$ cat config.mk
export PLATFORM = sky130hd
export DESIGN_NAME = bae_ctrl
export DESIGN_NICKNAME = d
export VERILOG_FILES = /design/src/hw/rtl/bae_pkg.sv /design/src/hw/rtl/bae_ctrl.sv
export SDC_FILE = /design/constraint.sdc
export NUM_CORES = 1
export LEC_CHECK = 0
export ABC_AREA = 1
export CAP_MARGIN = 20
export CELL_PAD_IN_SITES_DETAIL_PLACEMENT = 0
export CELL_PAD_IN_SITES_GLOBAL_PLACEMENT = 1
export CORE_ASPECT_RATIO = 1.1
export CORE_UTILIZATION = 52
export DETAILED_ROUTE_END_ITERATION = 10
export DONT_BUFFER_PORTS = 1
export PLACE_DENSITY_LB_ADDON = 0.2
export SLEW_MARGIN = 10
export SYNTH_ARGS = -nofsm -noshare
export SYNTH_HDL_FRONTEND = slang
export SYNTH_SLANG_ARGS = --single-unit
$ cat constraint.sdc
create_clock -name i_clk -period 13.83 [get_ports i_clk]
set_input_delay 0.6915 -clock i_clk [delete_from_list [all_inputs] [get_ports i_clk]]
set_output_delay 0.6915 -clock i_clk [all_outputs]
set_load 0.02 [all_outputs]
$ cat src/hw/rtl/bae_pkg.sv
`default_nettype none

package bae_pkg;

    // Default sizes of the line store and the window.
    localparam int MAX_WIDTH_DEF  = 2048;
    localparam int MAX_RADIUS_DEF = 3;

    // Field widths.
    localparam int DIM_W      = 12;
    localparam int RAD_W      = 2;
    localparam int COLOR_W    = 32;
    localparam int ALPHA_W    = 8;
    localparam int CFG_IDX_W  = 2;
    localparam int CFG_DATA_W = 32;

    // Row counters hold one row beyond the frame; linear positions hold row times width.
    localparam int ROW_W = DIM_W + 1;
    localparam int LIN_W = ROW_W + DIM_W + 1;

    // Register indexes of the configuration port.
    localparam logic [CFG_IDX_W-1:0] REG_FRAME_WIDTH  = 2'd0;
    localparam logic [CFG_IDX_W-1:0] REG_FRAME_HEIGHT = 2'd1;
    localparam logic [CFG_IDX_W-1:0] REG_RADIUS       = 2'd2;
    localparam logic [CFG_IDX_W-1:0] REG_KEEP_COLOR   = 2'd3;

    // Register reset values.
    localparam logic [DIM_W-1:0]   FRAME_WIDTH_RST  = 12'd640;
    localparam logic [DIM_W-1:0]   FRAME_HEIGHT_RST = 12'd480;
    localparam logic [RAD_W-1:0]   RADIUS_RST       = 2'd1;
    localparam logic [COLOR_W-1:0] KEEP_COLOR_RST   = 32'hFF00_0000;

    // Color of every pixel that does not survive.
    localparam logic [COLOR_W-1:0] TRANSPARENT_WHITE = 32'h00FF_FFFF;

    // Item kinds on the input stream.
    localparam logic CMD_PIXEL = 1'b0;
    localparam logic CMD_FLUSH = 1'b1;

    // Work handed from the position stage to the window stage.
    typedef struct packed {
        logic valid;
        logic pixel;
        logic alpha_on;
        logic fwd;
        logic emit;
        logic interior;
        logic last;
        logic clear;
    } t_win_cmd;

endpackage

`default_nettype wire

$ cat src/hw/rtl/bae_ctrl.sv
`default_nettype none

module bae_ctrl
    import bae_pkg::*;
#(
    parameter int MAX_WIDTH  = MAX_WIDTH_DEF,
    parameter int MAX_RADIUS = MAX_RADIUS_DEF
) (
    input  wire logic                         i_clk,
    input  wire logic                         i_rst_n,
    input  wire logic                         i_cfg_valid,
    output logic                              o_cfg_ready,
    input  wire logic [CFG_IDX_W-1:0]         i_cfg_index,
    input  wire logic [CFG_DATA_W-1:0]        i_cfg_data,
    input  wire logic                         i_s_tvalid,
    output logic                              o_s_tready,
    input  wire logic [ALPHA_W-1:0]           i_s_tdata,
    input  wire logic                         i_s_tuser,
    input  wire logic                         i_en,
    output t_win_cmd                          o_cmd,
    output logic [$clog2(MAX_WIDTH)-1:0]      o_waddr,
    output logic                              o_re,
    output logic [$clog2(MAX_WIDTH)-1:0]      o_raddr,
    output logic [RAD_W-1:0]                  o_radius,
    output logic [COLOR_W-1:0]                o_keep_color
);

    localparam int AW = $clog2(MAX_WIDTH);

    typedef enum logic [5:0] {
        SEQ_IDLE = 6'b000001,
        SEQ_IN   = 6'b000010,
        SEQ_OUT  = 6'b000100,
        SEQ_RAD  = 6'b001000,
        SEQ_AREA = 6'b010000,
        SEQ_DONE = 6'b100000
    } t_seq_state;

    // Configuration registers.
    logic [DIM_W-1:0]   r_cfg_width;
    logic [DIM_W-1:0]   r_cfg_height;
    logic [RAD_W-1:0]   r_cfg_radius;
    logic [COLOR_W-1:0] r_keep_color;

    // Position state.
    logic [DIM_W-1:0] r_in_col,  n_in_col;
    logic [ROW_W-1:0] r_in_row,  n_in_row;
    logic [DIM_W-1:0] r_out_col, n_out_col;
    logic [ROW_W-1:0] r_out_row, n_out_row;
    logic [LIN_W-1:0] r_lin_in,  n_lin_in;
    logic [LIN_W-1:0] r_lin_out, n_lin_out;
    logic [LIN_W-1:0] r_delay,   n_delay;
    logic [LIN_W-1:0] r_total,   n_total;
    logic [LIN_W-1:0] r_prod,    n_prod;
    t_seq_state       r_seq,     n_seq;
    logic             r_pending, n_pending;
    t_win_cmd         r_cmd,     n_cmd;
    logic [DIM_W-1:0] r_b_col,   n_b_col;

    logic [DIM_W-1:0] w_eff;
    logic [DIM_W-1:0] h_eff;
    logic [RAD_W-1:0] r_eff;

    logic                   in_wrap, out_wrap;
    logic [DIM_W-1:0]       in_col_w, out_col_w;
    logic [ROW_W-1:0]       in_row_w, out_row_w;
    logic [ROW_W-1:0]       mul_a;
    logic [ROW_W+DIM_W-1:0] mul_p;

    logic             accept;
    logic             in_done;
    logic             is_pixel;
    logic [DIM_W-1:0] in_col_inc;
    logic [DIM_W-1:0] out_col_inc;
    logic [LIN_W-1:0] lin_in_inc;
    logic [LIN_W-1:0] lin_out_inc;
    logic             emit_due;
    logic             interior;
    logic             is_last;
    t_win_cmd         cmd_a;

    // Effective frame size and radius after the saturation rules.
    always_comb begin
        w_eff = r_cfg_width;
        if (r_cfg_width == '0) begin
            w_eff = DIM_W'(1);
        end else if (32'(r_cfg_width) > MAX_WIDTH) begin
            w_eff = DIM_W'(MAX_WIDTH);
        end
        h_eff = (r_cfg_height == '0) ? DIM_W'(1) : r_cfg_height;
        r_eff = (32'(r_cfg_radius) > MAX_RADIUS) ? RAD_W'(MAX_RADIUS) : r_cfg_radius;
    end

    // Columns left outside a narrowed frame move to the start of the next row.
    assign in_wrap   = r_in_col >= w_eff;
    assign out_wrap  = r_out_col >= w_eff;
    assign in_col_w  = in_wrap ? '0 : r_in_col;
    assign out_col_w = out_wrap ? '0 : r_out_col;
    assign in_row_w  = r_in_row + ROW_W'(in_wrap);
    assign out_row_w = r_out_row + ROW_W'(out_wrap);

    // Shared multiplier for rebuilding positions after a configuration change.
    always_comb begin
        unique case (r_seq)
            SEQ_IN:   mul_a = in_row_w;
            SEQ_OUT:  mul_a = out_row_w;
            SEQ_RAD:  mul_a = ROW_W'(r_eff);
            SEQ_AREA: mul_a = ROW_W'(h_eff);
            default:  mul_a = '0;
        endcase
    end
    assign mul_p = mul_a * w_eff;

    // Decisions for the item offered on the input.
    assign accept      = i_s_tvalid && o_s_tready;
    assign in_done     = r_in_row >= ROW_W'(h_eff);
    assign is_pixel    = (i_s_tuser == CMD_PIXEL);
    assign in_col_inc  = r_in_col + DIM_W'(1);
    assign out_col_inc = r_out_col + DIM_W'(1);
    assign lin_in_inc  = r_lin_in + LIN_W'(1);
    assign lin_out_inc = r_lin_out + LIN_W'(1);
    assign emit_due    = lin_in_inc > (r_lin_out + r_delay);
    assign is_last     = lin_out_inc >= r_total;
    assign interior    = (r_out_row >= ROW_W'(r_eff))
                      && ((r_out_row + ROW_W'(r_eff)) < ROW_W'(h_eff))
                      && (r_out_col >= DIM_W'(r_eff))
                      && (({1'b0, r_out_col} + (DIM_W + 1)'(r_eff)) < {1'b0, w_eff});

    // Next state of the position counters, the rebuild sequencer and the stage register.
    always_comb begin
        n_in_col  = r_in_col;
        n_in_row  = r_in_row;
        n_out_col = r_out_col;
        n_out_row = r_out_row;
        n_lin_in  = r_lin_in;
        n_lin_out = r_lin_out;
        n_delay   = r_delay;
        n_total   = r_total;
        n_prod    = LIN_W'(mul_p);
        n_seq     = r_seq;
        n_pending = r_pending;
        n_cmd     = r_cmd;
        n_b_col   = r_b_col;
        cmd_a     = '0;

        // Rebuild linear positions, output delay and frame size, one product a cycle.
        unique case (r_seq)
            SEQ_IDLE: begin
                if (r_pending && i_s_tvalid) begin
                    n_seq = SEQ_IN;
                end
            end
            SEQ_IN: begin
                n_seq = SEQ_OUT;
            end
            SEQ_OUT: begin
                n_lin_in = r_prod + LIN_W'(in_col_w);
                n_seq    = SEQ_RAD;
            end
            SEQ_RAD: begin
                n_lin_out = r_prod + LIN_W'(out_col_w);
                n_seq     = SEQ_AREA;
            end
            SEQ_AREA: begin
                n_delay = r_prod + LIN_W'(r_eff);
                n_seq   = SEQ_DONE;
            end
            SEQ_DONE: begin
                n_total   = r_prod;
                n_in_col  = in_col_w;
                n_in_row  = in_row_w;
                n_out_col = out_col_w;
                n_out_row = out_row_w;
                n_pending = 1'b0;
                n_seq     = SEQ_IDLE;
            end
            default: begin
                n_seq = SEQ_IDLE;
            end
        endcase

        // Input transfer: advance the counters and decide on a result.
        if (accept) begin
            cmd_a.valid = 1'b1;
            if (in_done) begin
                if (r_lin_out >= r_total) begin
                    cmd_a.clear = 1'b1;
                end else begin
                    cmd_a.emit = 1'b1;
                end
            end else if (is_pixel) begin
                cmd_a.pixel    = 1'b1;
                cmd_a.alpha_on = (i_s_tdata != '0);
                cmd_a.fwd      = r_cmd.valid && r_cmd.pixel && (r_b_col == r_in_col);
                n_b_col        = r_in_col;
                n_lin_in       = lin_in_inc;
                if (in_col_inc >= w_eff) begin
                    n_in_col = '0;
                    n_in_row = r_in_row + ROW_W'(1);
                end else begin
                    n_in_col = in_col_inc;
                end
                if (emit_due) begin
                    cmd_a.emit     = 1'b1;
                    cmd_a.interior = interior;
                end
            end

            if (cmd_a.emit) begin
                if (is_last) begin
                    cmd_a.last  = 1'b1;
                    cmd_a.clear = 1'b1;
                end else begin
                    n_lin_out = lin_out_inc;
                    if (out_col_inc >= w_eff) begin
                        n_out_col = '0;
                        n_out_row = r_out_row + ROW_W'(1);
                    end else begin
                        n_out_col = out_col_inc;
                    end
                end
            end

            // End of frame: every position starts over.
            if (cmd_a.clear) begin
                n_in_col  = '0;
                n_in_row  = '0;
                n_out_col = '0;
                n_out_row = '0;
                n_lin_in  = '0;
                n_lin_out = '0;
            end
        end

        if (i_en) begin
            n_cmd = cmd_a;
        end

        // A configuration write invalidates the derived positions.
        if (i_cfg_valid) begin
            n_pending = 1'b1;
            n_seq     = SEQ_IDLE;
        end
    end

    // Control registers.
    always_ff @(posedge i_clk) begin
        if (!i_rst_n) begin
            r_in_col  <= '0;
            r_in_row  <= '0;
            r_out_col <= '0;
            r_out_row <= '0;
            r_lin_in  <= '0;
            r_lin_out <= '0;
            r_delay   <= '0;
            r_total   <= '0;
            r_seq     <= SEQ_IDLE;
            r_pending <= 1'b1;
            r_cmd     <= '0;
        end else begin
            r_in_col  <= n_in_col;
            r_in_row  <= n_in_row;
            r_out_col <= n_out_col;
            r_out_row <= n_out_row;
            r_lin_in  <= n_lin_in;
            r_lin_out <= n_lin_out;
            r_delay   <= n_delay;
            r_total   <= n_total;
            r_seq     <= n_seq;
            r_pending <= n_pending;
            r_cmd     <= n_cmd;
        end
    end

    // Payload registers.
    always_ff @(posedge i_clk) begin
        r_prod  <= n_prod;
        r_b_col <= n_b_col;
    end

    // Configuration register writes.
    always_ff @(posedge i_clk) begin
        if (!i_rst_n) begin
            r_cfg_width  <= FRAME_WIDTH_RST;
            r_cfg_height <= FRAME_HEIGHT_RST;
            r_cfg_radius <= RADIUS_RST;
            r_keep_color <= KEEP_COLOR_RST;
        end else if (i_cfg_valid) begin
            unique case (i_cfg_index)
                REG_FRAME_WIDTH:  r_cfg_width  <= i_cfg_data[DIM_W-1:0];
                REG_FRAME_HEIGHT: r_cfg_height <= i_cfg_data[DIM_W-1:0];
                REG_RADIUS:       r_cfg_radius <= i_cfg_data[RAD_W-1:0];
                REG_KEEP_COLOR:   r_keep_color <= i_cfg_data[COLOR_W-1:0];
                default: ;
            endcase
        end
    end

    assign o_cfg_ready  = 1'b1;
    assign o_s_tready   = i_en && !r_pending;
    assign o_cmd        = r_cmd;
    assign o_waddr      = AW'(r_b_col);
    assign o_re         = accept && !in_done && is_pixel;
    assign o_raddr      = AW'(r_in_col);
    assign o_radius     = r_eff;
    assign o_keep_color = r_keep_color;

endmodule

`default_nettype wire

# == After elaboration in Yosys (flattened, before gate mapping) ==
# Cells that the tools add are included.
# word_totals
register_bits,263
latch_bits,0
mem_bits_rw,0
romBits,0
inputBits,48
out_inout_bits,67
word_cells,143
memories,0
# op_classes
add_sub_neg,14
n_mul,1
div_mod_pow,0
magnitude_cmp,13
n_eq_ne,11
shifts,0
mux,55
bitwise,3
reduce_logical,22
# ops
op,count
2-to-1 mux 26 bit,10
2-to-1 mux 12 bit,17
2-to-1 mux 13 bit,12
adder 25 x 12 -> 26 bit,2
adder 26 x 1 -> 26 bit (second input constant),2
>= comparator 26 x 25 -> 1 bit,2
one-hot mux 13 bit (4 select lines),1
>= comparator 12 bit,4
one-hot mux 6 bit (5 select lines),1
adder 13 x 1 -> 13 bit,2
adder 13 x 1 -> 13 bit (second input constant),2
adder 25 x 2 -> 26 bit,1
adder 26 bit,1
greater-than comparator 26 bit,1
< comparator 13 x 12 -> 1 bit,2
multiplier 13 x 12 -> 25 bit,1
adder 12 x 1 -> 12 bit (second input constant),2
logical NOT 12 bit,2
adder 12 x 2 -> 13 bit,1
adder 13 x 2 -> 13 bit,1
>= comparator 13 x 12 -> 1 bit,1
>= comparator 13 x 2 -> 1 bit,1
equality test 12 bit,1
>= comparator 12 x 2 -> 1 bit,1
24 further kinds,48

# == Logic depth before layout (Yosys ltp) ==
# Gate-level depths: netlist of run 1.
# logic_depth
depth_word,14
mapped_depth,49
depth_no_buf,46

# == Least setup slack after synthesis of run 1 ==
# OpenSTA, ideal clock, no wires.
# synth_path
path_type,register to register
startpoint,register r_cfg_width[7]
endpoint,register r_prod[24]
setup_time_ps,120
t_arrival_ps,8120
t_required_ps,13710
slack_ps,5590
path_stages_with_launch,47
n_path_buf,2
synth_period_minus_slack_ps,8240
cell_sequence,dfxtp_1 -> inv_1 -> nand4_1 -> nor2_1 -> nand2_1 -> nand2_1 -> clkinv_1 -> nor2_1 -> inv_1 -> ha_1 -> nand2_1 -> nor3_1 -> nand3_1 -> o2111ai_1 -> clkbuf_1 -> ha_1 -> ha_1 -> nand2_1 -> [11 not listed] -> fa_1 -> fa_1 -> fa_1 -> inv_1 -> fa_1 -> inv_1 -> ha_1 -> a21oi_1 -> o21ai_0 -> a21oi_1 -> nand2_1 -> nand2_1 -> nand2_1 -> nand2_1 -> nand2_1 -> nand2_1 -> nand2_1 -> xnor2_1
# synth_between
elab_chain_len,7
word_cells_on_any_way,10
cone_classes,2 x add/sub; 1 x mul; 3 x order compare; 3 x mux; 1 x reduce/logical
# synth_rtl
element,line,source
from (decl),bae_ctrl.sv:40,logic [DIM_W-1:0] r_cfg_width;
from (signal assigned),bae_ctrl.sv:290,REG_FRAME_WIDTH: r_cfg_width <= i_cfg_data[DIM_W-1:0];
greater-than comparator 12 bit,bae_ctrl.sv:87,end else if (32'(r_cfg_width) > MAX_WIDTH) begin
2-to-1 mux 12 bit,bae_ctrl.sv:87,
2-to-1 mux 12 bit (*),bae_ctrl.sv:85,if (r_cfg_width == '0) begin
">= comparator 12 bit, on equally long branches","bae_ctrl.sv:96, bae_ctrl.sv:95",
"adder 13 x 1 -> 13 bit, on equally long branches","bae_ctrl.sv:100, bae_ctrl.sv:99",
one-hot mux 13 bit (4 select lines),bae_ctrl.sv:104,unique case (r_seq)
multiplier 13 x 12 -> 25 bit (*),bae_ctrl.sv:112,assign mul_p = mul_a * w_eff;
via mul_p[24],bae_ctrl.sv:68,logic [ROW_W+DIM_W-1:0] mul_p;
to (signal assigned),bae_ctrl.sv:277,r_prod <= n_prod;
to (decl),bae_ctrl.sv:54,"logic [LIN_W-1:0] r_prod, n_prod;"
# Mark *: on every way through the listed nets, which the timed path passes. The rest lies on a longest branch.
# A chain may end at the register's enable or synchronous reset.

# == Final worst setup path of run 1 ==
# Ends and elaborated chain as after synthesis.

==> results.cfg, run 1 <==
[logic_synthesis]
synth.distinct_cells = 59
ys_ff_latch = 263
synth_nets = 4186
ys.warnings.count = 0
avgSynthCellArea_um2 = 6.93
async_flop_share = 0
syn-instance-count = 3732
syn_area_mm2 = 0.0259
synth-seq-area-share = 0.208
synth_edf_count = 12
synth_ff_type = dfxtp_1

[detailed_routing]
drc = 0
via_per_inst = 5.65
firstDrtPassIters = 6
drt-initial-drc-count = 1826
routed-wl-met2_um = 42700
routed_wl_um = 85900
top_layer_used = met4
num_vias = 24500
detail_route.wl_per_cell_um = 19.8
wl_met1_um = 33300
drtAntennaViolNets = 0
wl_met3_um = 4900

[worst_setup_path]
cp_data_required_time_ns = 14.28
r2r-end = r_prod[24]
cp_max_fo = 14
ff2ff_path_depth = 45
worst-path-buf-inv = 8
path_common_cell = nand2_1
worst_ep_arrival_time_ns = 10.24
cpPeakStageDelay_ns = 0.66
timing.rr.start = r_cfg_width[7]
critPathSlowestCell = o21ai_1
reg2reg_slack_ns = 4.04
crit_type = register to register
critPathLaunchType = register
end_kind = register
cpLargestDelayFamily = adder cells

[die]
initial_utilization = 0.527
core_area_mm2 = 0.0490
die_area_mm2 = 0.0506
die_h_um = 236
rows = 85
io_pins = 115
die_w_um = 215

[pwr]
ir_drop_uv = 92.0
power_density_mw_per_mm2 = 67.3
p_leak_nw = 13.4

[clock_network]
postCtsSetupBuffers = 0
htreeDepth = 2
clock_path_buffers = 3
cts_tree = built
path_clk_slew_ns = 0.07
cts_hold_buf = 0
post_cts_resize_count = 0
insertion_delay_ns = 0.57
cts_made_buffers = 35
cts.sinks = 263
root_buffer = clkbuf_16

[status]
status = complete, no violations

[finish]
n_fill_cell = 4822
syn2layout_area_growth_pct = 6.22
final_cell_mix = nand2_1 (748), inv_1 (524), nor2_1 (405)
mostFrequentLayoutCell = nand2_1
nets = 4115
post-route-cell-area_mm2 = 0.0275
n_antenna_cell = 0
drive_gt1_frac = 0.0507

[worst_hold_path]
hp-class = primary input to register
worstHoldStart = i_rst_n
holdPathStages = 1
holdPathEnd = o_keep_color[29]

[grt]
grt_pass1_vias = 24200
antenna_found_initial = 1
groute.usage.overall = 0.336
overflow = 0
grt_max_degree = 100
grt_pass1_wl_um = 133000

[timing]
clock_skew_ns = 0.0260
fin_crit_sh = 0.708
rsz0062_at_grt = false
fin_tns_setup_ns = 0
worst_slack_ns = 4.04
hold_violations = 0
period_needed_ns = 9.79
worst_slew_pin_slew_ns = 1.12
setup_viol = 0
relSlewSlack = 0.247
drv_slew = 0
timing.fmax_mhz = 102

[placed_design]
place_congestion = 0.967
placed_cell_area_mm2 = 0.0263
dp_hpwl_um = 67100
dp_slack_ns = 4.20
placement.io_buffers = 0

[flow_run]
maxCapViolations = 0
## metrics by stage
step	power, W	std cells	hold WS (ns)	util
floorplan	0.000862	3732	0.440	-
global placement	0.000886	4276	0.457	0.536
detailed placement	0.000888	4276	0.456	0.536
CTS	0.00186	4337	0.192	0.560
global route	0.00190	4337	0.212	0.560
finish	0.00185	4337	0.214	0.560
## logic make-up (layout without fill, tap and decap cells)
group / after synthesis / after routing / share of synthesized area
simple gates: 1519 / 1519 / 0.251
buf+inv: 693 / 646 / 0.107
compound gates: 639 / 639 / 0.133
fa+ha+maj: 406 / 406 / 0.230
flops: 263 / 263 / 0.208
xor+xnor: 209 / 209 / 0.0708
mux: 2 / 2 / 0.000774
other cells: 1 / 1 / 0.000145
## how the worst max path moves through the flow
stage / cells past startpoint / slack (ns) / endpoint / start
final: 45 / 4.04 / r_prod[24] / r_cfg_width[7]
after global routing: 39 / 3.35 / r_prod[21] / r_cfg_width[7]
after floorplan: 46 / 5.59 / r_prod[24] / r_cfg_width[7]
after CTS: 45 / 4.18 / r_prod[24] / r_cfg_width[7]
after global placement: 45 / 4.36 / r_prod[24] / r_cfg_width[7]
after detailed placement: 45 / 4.20 / r_prod[24] / r_cfg_width[7]
## final cells by class
type / instances / area (um^2) / share of cell area
Inverter: 550 / 2070 / 0.0753
Clock buffer: 40 / 925 / 0.0337
Multi-Input combinational cell: 2776 / 17700 / 0.646
Tap cell: 652 / 816 / 0.0297
Sequential cell: 263 / 5390 / 0.196
Timing Repair Buffer: 35 / 263 / 0.00957
Clock inverter: 21 / 277 / 0.0101
## registers in the layout (all words and copies together) (netlist names)
register / count
o_keep_color: 32
r_delay: 26
r_lin_in: 26
r_lin_out: 26
r_prod: 25
r_total: 25
r_in_row: 13
r_out_row: 13
r_b_col: 12
r_cfg_height: 12
r_cfg_width: 12
r_in_col: 12
r_out_col: 12
o_cmd: 8
r_seq: 6
o_radius: 2
r_pending: 1
## power breakdown
part	total [W]	switching, W	internal, W
combinational	0.0000880	0.0000645	0.0000236
clock	0.000975	0.000395	0.000581
sequential	0.000785	0.0000130	0.000772
## layer usage
layer	global-route usage	vias to the layer above
met2	0.608	815
met4	0.182	0
met1	0.382	11600
met3	0.0450	231
met5	0	-
li1	-	11900
## worst register-to-register path: cells and delay by family (launching register included)
family	cells	cell delay (ns)
DFF	1	0.30
and+or+nand+nor	20	2.56
adders and majority gates	9	3.79
buffers and inverters	8	1.23
xor gates and xnor gates	2	0.28
AOI/OAI and AO/OA	6	1.51
## synth_stat cells, types with 13 or more instances
library cell,instances,area [um^2]
a21oi_1,309,1550
buf_2,21,105
buf_4,30,225
clkbuf_1,86,323
dfxtp_1,251,5020
fa_1,116,2320
ha_1,290,3630
inv_1,525,1970
inv_2,15,56.3
nand2_1,748,2810
nand3_1,163,816
nand4_1,39,244
nor2_1,406,1520
nor3_1,64,320
nor4_1,17,106
o211ai_1,17,128
o21a_1,13,97.6
o21ai_0,235,1180
or2_2,34,213
xnor2_1,51,447
xor2_1,158,1380
No activity file was read; power rests on OpenSTA's default activity.
==> inputs of run 2 (changes only) <==
--- a/config.mk
+++ b/config.mk
@@ -5,12 +5,12 @@
 export SDC_FILE = /design/constraint.sdc
 export NUM_CORES = 1
 export LEC_CHECK = 0
-export ABC_AREA = 1
+export ABC_AREA = 0
 export CAP_MARGIN = 20
 export CELL_PAD_IN_SITES_DETAIL_PLACEMENT = 0
 export CELL_PAD_IN_SITES_GLOBAL_PLACEMENT = 1
 export CORE_ASPECT_RATIO = 1.1
-export CORE_UTILIZATION = 52
+export CORE_UTILIZATION = 45
 export DETAILED_ROUTE_END_ITERATION = 10
 export DONT_BUFFER_PORTS = 1
 export PLACE_DENSITY_LB_ADDON = 0.2
==> constraint.sdc (replaced) <==
create_clock -name i_clk -period 8.5 [get_ports i_clk]
set_input_delay 0.425 -clock i_clk [delete_from_list [all_inputs] [get_ports i_clk]]
set_output_delay 0.425 -clock i_clk [all_outputs]
set_load 0.02 [all_outputs]
==> run 2 against run 1 <==
  * Power up 65%
  * Clock skew down 0.014 ns
  * Via count fell by 6.1%
  * Sequential power up 63%
  * Synthesized area decreased by 4.6%
  * Sequential share of layout area fell by 1.0 points
  * Clock power grew 63%
  * Critical path depth fell by 7
  * First-iteration DRC count fell by 18%
  * Core utilization decreased by 2.2 points
==> results.cfg, run 2 <==
[pwr]
power.switching_w = 0.000762
ir_drop_uv = 135
p_int_w = 0.00229
p_seq_frac = 0.419
p_comb_frac = 0.058
p_clk_frac = 0.523
switching_share = 0.250
power_density_mw_per_mm2 = 105
total_power_w = 0.00305
p_leak_nw = 12.5

[finish]
nets = 3688
largest_reg_flops = 32
final_cell_mix = nand2_1 (414), nor2_1 (280), ha_1 (270)
n_fill_cell = 5094
drive_gt1_frac = 0.140
mostFrequentLayoutCell = nand2_1
post-route-cell-area_mm2 = 0.0290
syn2layout_area_growth_pct = 17.6

[clock_network]
htreeDepth = 2
path_clk_slew_ns = 0.06
cts_tree = built
clock_path_buffers = 3
cts.sinks = 263
root_buffer = clkbuf_16
cts_made_buffers = 36
insertion_delay_ns = 0.56

[placed_design]
place_congestion = 0.970
dp_hpwl_um = 64700
dp_slack_ns = -0.282
placed_cell_area_mm2 = 0.0264
placement.io_buffers = 0

[worst_hold_path]
hp-class = primary input to register
holdPathStages = 2

[logic_synthesis]
yosys.area.top_type_share = 0.204
yosysMostFrequentCell = nand2_1
synth_edf_count = 12
ys.warnings.count = 0
synth_common_cells = nand2_1 (429), ha_1 (290), nor2_1 (286)
synth.distinct_cells = 91
synth_ff_type = dfxtp_1
avgSynthCellArea_um2 = 7.98
syn-instance-count = 3090
synth-seq-area-share = 0.218
yosys.area.top_type = dfxtp_1
syn_area_mm2 = 0.0247
ys_top_cells_by_area = dfxtp_1 (20%), ha_1 (15%), fa_1 (9.4%), nand2_1 (6.5%), xnor2_1 (4.5%)
synth_nets = 3544
async_flop_share = 0
ys_ff_latch = 263

[worst_setup_path]
critPathLaunchType = register
critPathSlowestCell = fa_1
crit_type = register to register
ff2ff_path_depth = 38
path_common_cell = fa_1
cp_max_fo = 5
cp_data_required_time_ns = 8.99
cpPeakStageDelay_ns = 0.52
worst_ep_arrival_time_ns = 8.90
end_kind = register

[flow_run]
maxCapViolations = 0

[timing]
fin_hold_ws_ns = 0.0192
period_needed_ns = 8.41
hold_violations = 0
worst_slew_pin_slew_ns = 1.25
timing.fmax_mhz = 119
rsz0062_at_grt = true
drv_slew = 0
relSlewSlack = 0.164
clock_skew_ns = 0.0123
setup_viol = 0
fin_crit_sh = 0.989
worst_slack_ns = 0.0935

[detailed_routing]
drtAntennaViolNets = 0
drt-initial-drc-count = 1491
firstDrtPassIters = 8
num_vias = 23000
detail_route.wl_per_cell_um = 21.3
routed_wl_um = 85000
drc = 0
via_per_inst = 5.77

[status]
status = complete, no violations

[die]
initial_utilization = 0.457
core_area_mm2 = 0.0539
die_area_mm2 = 0.0557
die_h_um = 248
io_pins = 115
rows = 89
die_w_um = 225

[grt]
overflow = 0
antenna_found_initial = 0
grt_max_degree = 91
grt_pass1_wl_um = 131000
grt_pass1_vias = 23300
groute.usage.overall = 0.304
run 2: final cells by class:
cell class | instances | area, um^2 | area share
Multi-Input combinational cell | 2448 | 18500 | 0.638
Sequential cell | 263 | 5390 | 0.186
Timing Repair Buffer | 264 | 2120 | 0.0731
Clock buffer | 47 | 1040 | 0.0357
Tap cell | 728 | 911 | 0.0314
Inverter | 221 | 830 | 0.0286
Clock inverter | 19 | 201 | 0.00695
Antenna cell | 1 | 2.50 | 0.0000863
run 2: routing by layer:
metal	GRT usage	part of all wire	vias up
met5	0	0	-
met3	0.0466	0.051	222
met1	0.348	0.40	11100
met4	0.163	0.055	0
li1	-	-	11000
met2	0.542	0.49	762
run 2: worst max-delay path, delay by kind of cell, from the launching register on:
family                   cells  cell delay, ns
buffers and inverters        6            0.81
XOR/XNOR                     2            0.22
adder cells (fa/ha/maj)      9            3.24
AO/OA/AOI/OAI               13            2.24
flip-flops                   1            0.35
AND/OR/NAND/NOR              8            1.45
run 2: kinds of logic (layout without fill, tap and decap cells):
logic type / after synthesis / count (layout) / synth area share
adder cells (fa/ha/maj): 406 / 406 / 0.241
flip-flops: 263 / 263 / 0.218
buffers and inverters: 379 / 551 / 0.0619
AND/OR/NAND/NOR: 1155 / 1155 / 0.217
AO/OA/AOI/OAI: 654 / 654 / 0.178
other: 1 / 2 / 0.000152
XOR/XNOR: 219 / 219 / 0.0778
multiplexers: 13 / 13 / 0.00558
run 2: power by group through the flow:
stage | sequential [W] | clock [W] | combinational (W)
after floorplan | 0.00130 | 0 | 0.0000955
after global placement | 0.00130 | 0 | 0.000136
after detailed placement | 0.00130 | 0 | 0.000139
after CTS | 0.00128 | 0.00163 | 0.000168
after global routing | 0.00128 | 0.00168 | 0.000190
final | 0.00128 | 0.00159 | 0.000176
run 2: final timing paths:
check	startpoint	end	slack, ns
setup / recovery	r_cfg_width[8]	r_prod[23]	0.09
hold / removal	i_cfg_data[10]	r_cfg_width[10]	0.02
setup reg to reg	r_cfg_width[8]	r_prod[23]	0.09
hold reg to reg	r_total[23]	r_total[23]	0.46
run 2: repair_timing:
action,CTS,global route
gates cloned,2,0
hold endpoints to repair,52,0
buffers inserted,49,11
setup endpoints to repair,5,11
hold buffers,30,0
pin swaps,50,88
gates resized for setup,43,95
run 2: stage by stage:
step           cells  utilization  setup TNS [ns]
4_1_cts         3982        0.528               0
6_report        3991        0.538               0
2_1_floorplan   3090            -               0
5_1_grt         3990        0.538          -0.763
3_5_place_dp    3835        0.489          -0.832
3_3_place_gp    3835        0.489          -0.556
